===== src/hdl/s16d_pkg.sv =====
// Shared types, constants and layout tables for the Simple-16 word decoder.
// Used by simple16_word_decoder and its bench; depends on nothing else.
package s16d_pkg;

  localparam int unsigned WordW    = 32;
  localparam int unsigned SelW     = 4;
  localparam int unsigned PayloadW = 28;
  localparam int unsigned SlotW    = 5;
  localparam int unsigned OutDataW = 40;  // value + slot + layout, padded to bytes

  typedef struct packed {
    logic [PayloadW-1:0] payload;
    logic [SlotW-1:0]    pos;
    logic [SlotW-1:0]    width;
    logic [SlotW-1:0]    slot;
    logic [SelW-1:0]     sel;
    logic                last;
    logic                eol;
  } lane_t;

  // Number of integers held by a word of the given layout
  function automatic logic [SlotW-1:0] field_count(input logic [SelW-1:0] sel);
    logic [SlotW-1:0] c;
    case (sel)
      4'd0:    c = 5'd28;
      4'd1:    c = 5'd21;
      4'd2:    c = 5'd21;
      4'd3:    c = 5'd21;
      4'd4:    c = 5'd14;
      4'd5:    c = 5'd9;
      4'd6:    c = 5'd8;
      4'd7:    c = 5'd7;
      4'd8:    c = 5'd6;
      4'd9:    c = 5'd6;
      4'd10:   c = 5'd5;
      4'd11:   c = 5'd5;
      4'd12:   c = 5'd4;
      4'd13:   c = 5'd3;
      4'd14:   c = 5'd2;
      default: c = 5'd1;
    endcase
    return c;
  endfunction

  // Bit width of the integer at a given slot of a layout
  function automatic logic [SlotW-1:0] field_width(input logic [SelW-1:0]  sel,
                                                   input logic [SlotW-1:0] slot);
    logic [SlotW-1:0] w;
    case (sel)
      4'd0:    w = 5'd1;
      4'd1:    w = (slot < 5'd7) ? 5'd2 : 5'd1;
      4'd2:    w = (slot < 5'd7) ? 5'd1 : ((slot < 5'd14) ? 5'd2 : 5'd1);
      4'd3:    w = (slot < 5'd14) ? 5'd1 : 5'd2;
      4'd4:    w = 5'd2;
      4'd5:    w = (slot < 5'd1) ? 5'd4 : 5'd3;
      4'd6:    w = (slot < 5'd1) ? 5'd3 : ((slot < 5'd5) ? 5'd4 : 5'd3);
      4'd7:    w = 5'd4;
      4'd8:    w = (slot < 5'd4) ? 5'd5 : 5'd4;
      4'd9:    w = (slot < 5'd2) ? 5'd4 : 5'd5;
      4'd10:   w = (slot < 5'd3) ? 5'd6 : 5'd5;
      4'd11:   w = (slot < 5'd2) ? 5'd5 : 5'd6;
      4'd12:   w = 5'd7;
      4'd13:   w = (slot < 5'd1) ? 5'd10 : 5'd9;
      4'd14:   w = 5'd14;
      default: w = 5'd28;
    endcase
    return w;
  endfunction

endpackage


===== src/hdl/simple16_word_decoder.sv =====
// Simple-16 word decoder: one 32-bit code word in, its packed integers out.
// The first integer of a word passes the sequencer, shift and mask registers on its way out.
// Throughput: one integer per cycle while m_axis_tready_i holds; a word occupies the slot
// sequencer for field_count(layout) integers (1 to 28), and the next word is taken in the cycle
// its predecessor's last integer leaves the sequencer. Stages: sequencer, shift, mask.
// Reset (rst_ni low, asynchronous) clears all valid bits; payload registers are not reset.
module simple16_word_decoder (
  input  logic                            clk_i,
  input  logic                            rst_ni,
  input  logic                            s_axis_tvalid_i,
  output logic                            s_axis_tready_o,
  input  logic [s16d_pkg::WordW-1:0]      s_axis_tdata_i,   // [31:0] code_word
  input  logic                            s_axis_tlast_i,   // end_of_list
  output logic                            m_axis_tvalid_o,
  input  logic                            m_axis_tready_i,
  // [27:0] value, [32:28] slot, [36:33] layout, [39:37] zero
  output logic [s16d_pkg::OutDataW-1:0]   m_axis_tdata_o,
  output logic                            m_axis_tlast_o,   // word_done
  output logic                            m_axis_tuser_o    // list_done
);

  // ---------------- stage A: slot sequencer ----------------
  logic                              a_vld_q;
  logic [s16d_pkg::PayloadW-1:0]     a_payload_q;
  logic [s16d_pkg::SelW-1:0]         a_sel_q;
  logic                              a_eol_q;
  logic [s16d_pkg::SlotW-1:0]        a_slot_q, a_slot_d;
  logic [s16d_pkg::SlotW-1:0]        a_pos_q, a_pos_d;
  logic [s16d_pkg::SlotW-1:0]        a_width;
  logic [s16d_pkg::SlotW-1:0]        a_count;
  logic                              a_last;
  logic                              a_fire;
  logic                              in_fire;

  // ---------------- stage B: shift ----------------
  logic                              b_vld_q;
  s16d_pkg::lane_t                   b_lane_q, b_lane_d;
  logic                              b_rdy;

  // ---------------- stage C: mask / output register ----------------
  logic                              c_vld_q;
  logic [s16d_pkg::PayloadW-1:0]     c_shift_q, c_shift_d;
  logic [s16d_pkg::SlotW-1:0]        c_width_q;
  logic [s16d_pkg::SlotW-1:0]        c_slot_q;
  logic [s16d_pkg::SelW-1:0]         c_sel_q;
  logic                              c_last_q;
  logic                              c_list_q;
  logic                              c_rdy;
  logic [s16d_pkg::PayloadW-1:0]     c_value;

  assign c_rdy = !c_vld_q || m_axis_tready_i;
  assign b_rdy = !b_vld_q || c_rdy;

  assign a_count = s16d_pkg::field_count(a_sel_q);
  assign a_width = s16d_pkg::field_width(a_sel_q, a_slot_q);
  assign a_last  = (a_slot_q == (a_count - 5'd1));
  assign a_fire  = a_vld_q && b_rdy;

  // take a new word when idle or once the current one hands over its last integer
  assign s_axis_tready_o = !a_vld_q || (a_fire && a_last);
  assign in_fire         = s_axis_tvalid_i && s_axis_tready_o;

  always_comb begin
    a_slot_d = a_slot_q;
    a_pos_d  = a_pos_q;
    if (in_fire) begin
      a_slot_d = '0;
      a_pos_d  = '0;
    end else if (a_fire) begin
      a_slot_d = a_slot_q + 5'd1;
      a_pos_d  = a_pos_q + a_width;
    end
  end

  always_ff @(posedge clk_i or negedge rst_ni) begin
    if (!rst_ni) begin
      a_vld_q <= 1'b0;
    end else if (in_fire) begin
      a_vld_q <= 1'b1;
    end else if (a_fire && a_last) begin
      a_vld_q <= 1'b0;
    end
  end

  always_ff @(posedge clk_i) begin
    if (in_fire) begin
      a_payload_q <= s_axis_tdata_i[s16d_pkg::WordW-1:s16d_pkg::SelW];
      a_sel_q     <= s_axis_tdata_i[s16d_pkg::SelW-1:0];
      a_eol_q     <= s_axis_tlast_i;
    end
    a_slot_q <= a_slot_d;
    a_pos_q  <= a_pos_d;
  end

  always_comb begin
    b_lane_d.payload = a_payload_q;
    b_lane_d.pos     = a_pos_q;
    b_lane_d.width   = a_width;
    b_lane_d.slot    = a_slot_q;
    b_lane_d.sel     = a_sel_q;
    b_lane_d.last    = a_last;
    b_lane_d.eol     = a_eol_q;
  end

  always_ff @(posedge clk_i or negedge rst_ni) begin
    if (!rst_ni) begin
      b_vld_q <= 1'b0;
    end else if (b_rdy) begin
      b_vld_q <= a_vld_q;
    end
  end

  always_ff @(posedge clk_i) begin
    if (a_fire) begin
      b_lane_q <= b_lane_d;
    end
  end

  // align the field to bit 0
  assign c_shift_d = b_lane_q.payload >> b_lane_q.pos;

  always_ff @(posedge clk_i or negedge rst_ni) begin
    if (!rst_ni) begin
      c_vld_q <= 1'b0;
    end else if (c_rdy) begin
      c_vld_q <= b_vld_q;
    end
  end

  always_ff @(posedge clk_i) begin
    if (b_vld_q && c_rdy) begin
      c_shift_q <= c_shift_d;
      c_width_q <= b_lane_q.width;
      c_slot_q  <= b_lane_q.slot;
      c_sel_q   <= b_lane_q.sel;
      c_last_q  <= b_lane_q.last;
      c_list_q  <= b_lane_q.last && b_lane_q.eol;
    end
  end

  // drop bits above the field width
  assign c_value = c_shift_q & ~({s16d_pkg::PayloadW{1'b1}} << c_width_q);

  assign m_axis_tvalid_o = c_vld_q;
  assign m_axis_tdata_o  = {3'b000, c_sel_q, c_slot_q, c_value};
  assign m_axis_tlast_o  = c_last_q;
  assign m_axis_tuser_o  = c_list_q;

  // ---------------- assertions ----------------
  a_last_slot: assert property (@(posedge clk_i) disable iff (!rst_ni)
    (m_axis_tvalid_o && m_axis_tlast_o) |->
      (c_slot_q == (s16d_pkg::field_count(c_sel_q) - 5'd1)))
    else $error("word_done not on the final slot of its layout");

  a_list_on_last: assert property (@(posedge clk_i) disable iff (!rst_ni)
    (m_axis_tvalid_o && m_axis_tuser_o) |-> m_axis_tlast_o)
    else $error("list_done raised on an integer that does not end its word");

  a_slot_range: assert property (@(posedge clk_i) disable iff (!rst_ni)
    a_vld_q |-> (a_slot_q < a_count))
    else $error("sequencer slot ran past the layout count");

  a_pos_range: assert property (@(posedge clk_i) disable iff (!rst_ni)
    a_vld_q |-> ((a_pos_q + a_width) <= 6'(s16d_pkg::PayloadW)))
    else $error("field extends beyond the payload");

  a_load: assert property (@(posedge clk_i) disable iff (!rst_ni)
    in_fire |=> (a_vld_q && (a_slot_q == '0) && (a_pos_q == '0)))
    else $error("accepted word did not start at slot zero");

endmodule


===== config.mk =====
export PLATFORM = sky130hd
export DESIGN_NAME = simple16_word_decoder
export DESIGN_NICKNAME = d
export VERILOG_FILES = /design/src/hdl/s16d_pkg.sv /design/src/hdl/simple16_word_decoder.sv
export SDC_FILE = /design/constraint.sdc
export NUM_CORES = 1
export LEC_CHECK = 0
export BUFFER_PORTS_ARGS = -buffer_cell sky130_fd_sc_hd__buf_2
export CAP_MARGIN = 40
export CORE_ASPECT_RATIO = 1.4
export CORE_MARGIN = 3
export CORE_UTILIZATION = 53
export DETAILED_ROUTE_END_ITERATION = 10
export HOLD_SLACK_MARGIN = 0.06
export PLACE_DENSITY = 0.85
export SKIP_LAST_GASP = 1
export SYNTH_ARGS = -nofsm -noshare
export SYNTH_HDL_FRONTEND = slang
export SYNTH_SLANG_ARGS = --single-unit

===== constraint.sdc =====
create_clock -name clk_i -period 3.2 [get_ports clk_i]
set_input_delay 0.48 -clock clk_i [delete_from_list [all_inputs] [get_ports clk_i]]
set_output_delay 0.48 -clock clk_i [all_outputs]
set_load 0.005 [all_outputs]

# ---- Word level (Yosys, flattened, before mapping)
# Memory sizes are Yosys's and may differ from the RTL's. A register that Yosys moved wholly into a read port is not among the register bits.
# Cells that the tools add are included.
dict set report word_totals {
  regBits 139
  mem_bits_ro 80
  in_bits 37
  word_cells 80
  n_memories 1
}
dict set report op_classes {
  n_addsub 3
  magnitude_cmp 7
  n_eq_ne 15
  n_shift 2
  n_mux 16
  bitwise_logic 2
  n_reduce_logical 13
}
# memory depth word_bits read_ports rd_ports_with_merged_regs wr line
set memory_table {}
lappend memory_table {{(no name shown)} 16 5 1 1 0 s16d_pkg.sv:24} ;# case (sel)
# cell n
set ops {}
lappend ops {{$pmux 5 s15} 1}
lappend ops {{$and 28x28->28} 1}
lappend ops {{$eq 4x4->1 const B} 7}
lappend ops {{$not 28->28} 1}
lappend ops {{$shl 28x5->28 const A} 1}
lappend ops {{$shr 28x5->28} 1}
lappend ops {{$eq 4x3->1 const B} 4}
lappend ops {{$lt 5x3->1 const B} 3}
lappend ops {{$mux 2} 7}
lappend ops {{$lt 5x2->1 const B} 2}
lappend ops {{$mux 3} 3}
lappend ops {{$eq 4x2->1 const B} 2}
lappend ops {{$add 5x1->5 const B} 1}
lappend ops {{$add 5x5->5} 1}
lappend ops {{$eq 5x5->1} 1}
lappend ops {{$logic_and 1x1->1} 5}
lappend ops {{$lt 5x1->1 const B} 1}
lappend ops {{$lt 5x4->1 const B} 1}
lappend ops {{$sub 5x1->5 const B} 1}
lappend ops {{$eq 4x1->1 const B} 1}
lappend ops {{$logic_not 4->1} 1}
lappend ops {{$mux 1} 4}
lappend ops {{$mux 4} 1}
lappend ops {{$logic_not 1->1} 3}
lappend ops {{other kinds (2)} 4}

# ---- Depth between registers and ports, before layout
dict set report depth {
  depth_word 8
  depth_mapped 15
  depth_no_buf 14
}

# ---- Worst setup path after synthesis
# OpenSTA, ideal clock, no wires.
dict set report synth_timing {
  kind {flip-flop to flip-flop}
  startpoint {reg a_slot_q[2] (netlist name)}
  endpoint {reg a_pos_q[4] (netlist name)}
  arrival_time_ps 3043
  t_required_ps 3074
  slack_ps 31
  path_stages_with_launch 15
  n_path_buf 1
  synth_period_minus_slack_ps 3169
  path_cell_list {dfxtp_1 -> buf_1 -> or3_1 -> or3_1 -> nor3b_1 -> o21ai_1 -> o2111ai_1 -> ha_1 -> fa_1 -> a21o_1 -> a21oi_1 -> xnor2_1 -> nand2_1 -> xor2_1 -> nor2_1}
}
dict set report synth_between {
  elab_chain_len 5
  word_cells_on_any_way 25
}
# item line
set synth_lines {}
lappend synth_lines {{start, declared} simple16_word_decoder.sv:27} ;# logic [s16d_pkg::SlotW-1:0] a_slot_q, a_slot_d;
lappend synth_lines {{start signal, assigned} simple16_word_decoder.sv:91} ;# a_slot_q <= a_slot_d;
lappend synth_lines {{$lt 5x3->1 or $lt 5x4->1 (tied branches)} {s16d_pkg.sv:56, s16d_pkg.sv:52, s16d_pkg.sv:53}}
lappend synth_lines {{$mux 3 or $mux 2 (tied branches) (2 in series)} {s16d_pkg.sv:56, s16d_pkg.sv:52}}
lappend synth_lines {{$pmux 5 s15 *} s16d_pkg.sv:49} ;# case (sel)
lappend synth_lines {{net a_width (one bit)} simple16_word_decoder.sv:29} ;# logic [s16d_pkg::SlotW-1:0] a_width;
lappend synth_lines {{$add 5x5->5 *} simple16_word_decoder.sv:71} ;# a_pos_d = a_pos_q + a_width;
lappend synth_lines {{end signal, assigned} simple16_word_decoder.sv:92} ;# a_pos_q <= a_pos_d;
lappend synth_lines {{end, declared} simple16_word_decoder.sv:28} ;# logic [s16d_pkg::SlotW-1:0] a_pos_q, a_pos_d;
# The timed path passes the listed nets; every way through them passes the cells marked *.
# A chain may end at the register's enable or synchronous reset.

# ---- Final worst setup path
# Same ends and word-level chain as after synthesis.

==> results.cfg <==
[drt]
drt_pass1_iterations = 5
vias_per_cell = 5.657
drt_iter0_drc = 315
wl_per_cell_um = 15.82
antenna_left = 0
drc = 0
dr_total_vias = 4724
wl_um = 13210
wl_met2_um = 6685
wl_met1_um = 5502
wl_met3_um = 700
route.top_layer_used = met4

[timing]
fin_tns_setup_ps = 0
rsz0062_at_grt = true
worst_slew_pin_slew_ps = 754.7
fmax_mhz = 319.2
setup_viol = 0
min_period_ps = 3133
relSlewSlack_pct = 49.69
hold_viol = 0
whs_ps = 238.3
slew_viol_final = 0
worst_slack_ps = 66.68
period_share_pct = 97.92
finClkSkew_ps = 14.95

[synthesis]
syn_avg_cell_area_um2 = 12.61
yosysTopAreaCellShare_pct = 53.41
ys_seq_area_share_pct = 58.71
synth_flop_cell = edfxtp_1
synth-edff-count = 126
synth_area_um2 = 7084
synthArstFlopShare_pct = 2.083
synth.area.top_cells = edfxtp_1, mux4_2, dfxtp_1
yosysMostFrequentCell = edfxtp_1
ys_warn_count = 0
ys_ff_latch = 144
synthCells = 562
synth_common_cells = edfxtp_1, nand2_1, nor2_1
synth.distinct_cells = 71
post-synth-top-area-cell = edfxtp_1

[final_layout]
n_antenna_cell = 0
areaGrowthSynthToFinish_pct = 18.54
drive_gt1_share_pct = 27.09
finish.net_count = 691
layout.cells.non_filler = 835
num-fill-cells = 914

[worst_setup_path]
critPathMaxStageDelay_ps = 400
reg2reg_to = a_pos_q[4]
worstPathArrival_ps = 3430
ff2ff_setup_slack_ps = 70
critical_path.startpoint_type = flop
r2r_start = a_slot_q[2]
worstSetupPathType = reg -> reg
worstRegToRegCells = 13
path_cells = or3_4 > or3_4 > nor3b_1 > o21ai_1 > o2111ai_2 > ha_2 > fa_2 > a21o_1 > a21oi_2 > xnor2_1 > nand2_1 > xor2_1 > nor2_1
crit_top_cell = or3_4
worstSetupEndpointType = flop
crit_fanout = 4
path_buf_inv = 0
slowest_stage = or3_4
cp.required_ps = 3500
cpLargestDelayFamily = simple AND/OR/NAND/NOR gates

[pwr]
peakVddDrop_mv = 0.5505
powerDensity_nw_per_um2 = 1007
leakage_nw = 3.329

[grt]
grt_pass1_wl_um = 22240
grt_pass1_vias = 4520
antenna_found_initial = 0
gr-usage-all-layers_pct = 18.60
overflow = 0
grt_max_degree = 36

[clock_tree]
root_buffer = clkbuf_16
tritoncts = built
clk_pin_slew_ps = 60
htreeDepth = 4
clk_path_buf_depth = 2
cts_buffers = 17
insertion_delay_ps = 420
cts_num_sinks = 144

[placement]
port_buffers = 77
gp_congestion = 0.9162
dp.cells = 798
pre_cts_ws_ps = 34.22
dp_hpwl_um = 9269

[min_path]
hold_path_class = in -> reg
hold_end = a_payload_q[27]
whs_path_depth = 1
holdCritStartpoint = s_axis_tdata_i[31]

[floorplanning]
die_width_um = 103.7
pin_count = 81
core_area_um2 = 12940
rows = 49
die_y_um = 142.8
die_area_um2 = 14810
initial_core_util_pct = 54.76

[outcome]
status = finished clean

[job]
maxCapViolations = 0
metal layers:
layer / vias up / global-route usage, %
met1: 2251 / 23.30
met4: 0 / 8.263
met3: 30 / 4.478
li1: 2267 / -
met5: - / 0
met2: 176 / 31.14
layout make-up:
type / count / area (um^2) / share of cell area (%)
inverters: 14 / 52.55 / 0.6257
multi-input cells: 364 / 2706 / 32.23
well taps: 178 / 222.7 / 2.652
clock buffers: 18 / 429.2 / 5.110
clock inverters: 14 / 203.9 / 2.428
repair buffers: 103 / 623.1 / 7.420
flip-flops and latches: 144 / 4160 / 49.54
report_power, final:
part	switching, mW	internal [mW]	total, mW	leakage [nW]
logic	1.71	1.45	3.16	1.64
clock network	0.766	1.32	2.09	0.309
registers	0.388	2.82	3.21	1.38
total	2.86	5.60	8.46	3.33
repair_timing:
| action | 4_1_cts | 5_1_grt |
|---|---|---|
| buffers inserted | 0 | 3 |
| hold buffers | 1 | 0 |
| endpoints found under the hold margin | 3 | 0 |
| resized for setup | 0 | 8 |
| setup endpoints to repair | 0 | 2 |
how the worst max path moves through the flow:
stage                      from          to  slack [ps]  cells after the start
detailed placement  a_slot_q[2]  a_pos_q[4]          30                     13
global placement    a_slot_q[2]  a_pos_q[4]         160                     13
global route        a_slot_q[2]  a_pos_q[4]         -80                     13
finish              a_slot_q[2]  a_pos_q[4]          70                     13
floorplan           a_slot_q[2]  a_pos_q[4]          30                     14
CTS                 a_slot_q[2]  a_pos_q[4]          20                     13
state kept, by name (all words and copies together), names as in the netlist:
signal	flops
a_count	5
a_eol_q	1
a_payload_q	28
a_pos_q	5
a_sel_q	4
a_slot_q	5
a_vld_q	1
b_lane_q	49
b_vld_q	1
c_sel_q	4
c_shift_q	28
c_slot_q	5
c_width_q	5
m_axis_tlast_o	1
m_axis_tuser_o	1
m_axis_tvalid_o	1
cells in the final DEF, fill, tap and decap left out, drive strengths merged, types with 5 or more instances in the layout:
master	instances
a211oi	9
a21oi	26
a31oi	7
and2	14
and3	6
buf	102
clkbuf	18
clkinv	6
dfxtp	15
edfxtp	126
ha	9
inv	17
mux2	6
mux2i	27
mux4	20
nand2	63
nand2b	6
nand3	8
nor2	42
nor2b	10
nor3	5
o211a	6
o21a	6
o21ai	20
o31a	5
or3	6
xnor2	6
xor2	10
worst reg2reg max path: cells and delay by family, from the launching register on:
kind                     cells  cell delay [ps]
AND/OR/NAND/NOR              5             1050
XOR/XNOR                     2              330
AO/OA/AOI/OAI                4              730
adder cells (fa/ha/maj)      2              610
flip-flops                   1              310
stage by stage:
stage | power [mW] | area [um^2] | utilization [%]
finish | 8.458 | 8398 | 64.92
global route | 9.002 | 8398 | 64.92
CTS | 8.384 | 8319 | 64.31
detailed placement | 6.247 | 7676 | 59.34
global placement | 6.078 | 7641 | 59.07
floorplan | 5.414 | 7092 | -
kinds of logic (layout without fill, tap and decap cells):
kind of cell | count (synthesis) | after routing | synth area share [%]
and+or+nand+nor | 172 | 172 | 11.62
DFF | 144 | 144 | 58.71
AOI/OAI and AO/OA | 110 | 110 | 10.88
buffers and inverters | 56 | 149 | 3.603
muxes | 53 | 53 | 11.29
xor gates and xnor gates | 16 | 16 | 1.978
adders and majority gates | 10 | 10 | 1.872
other | 1 | 3 | 0.05293
No activity file was read; power rests on OpenSTA's default activity.
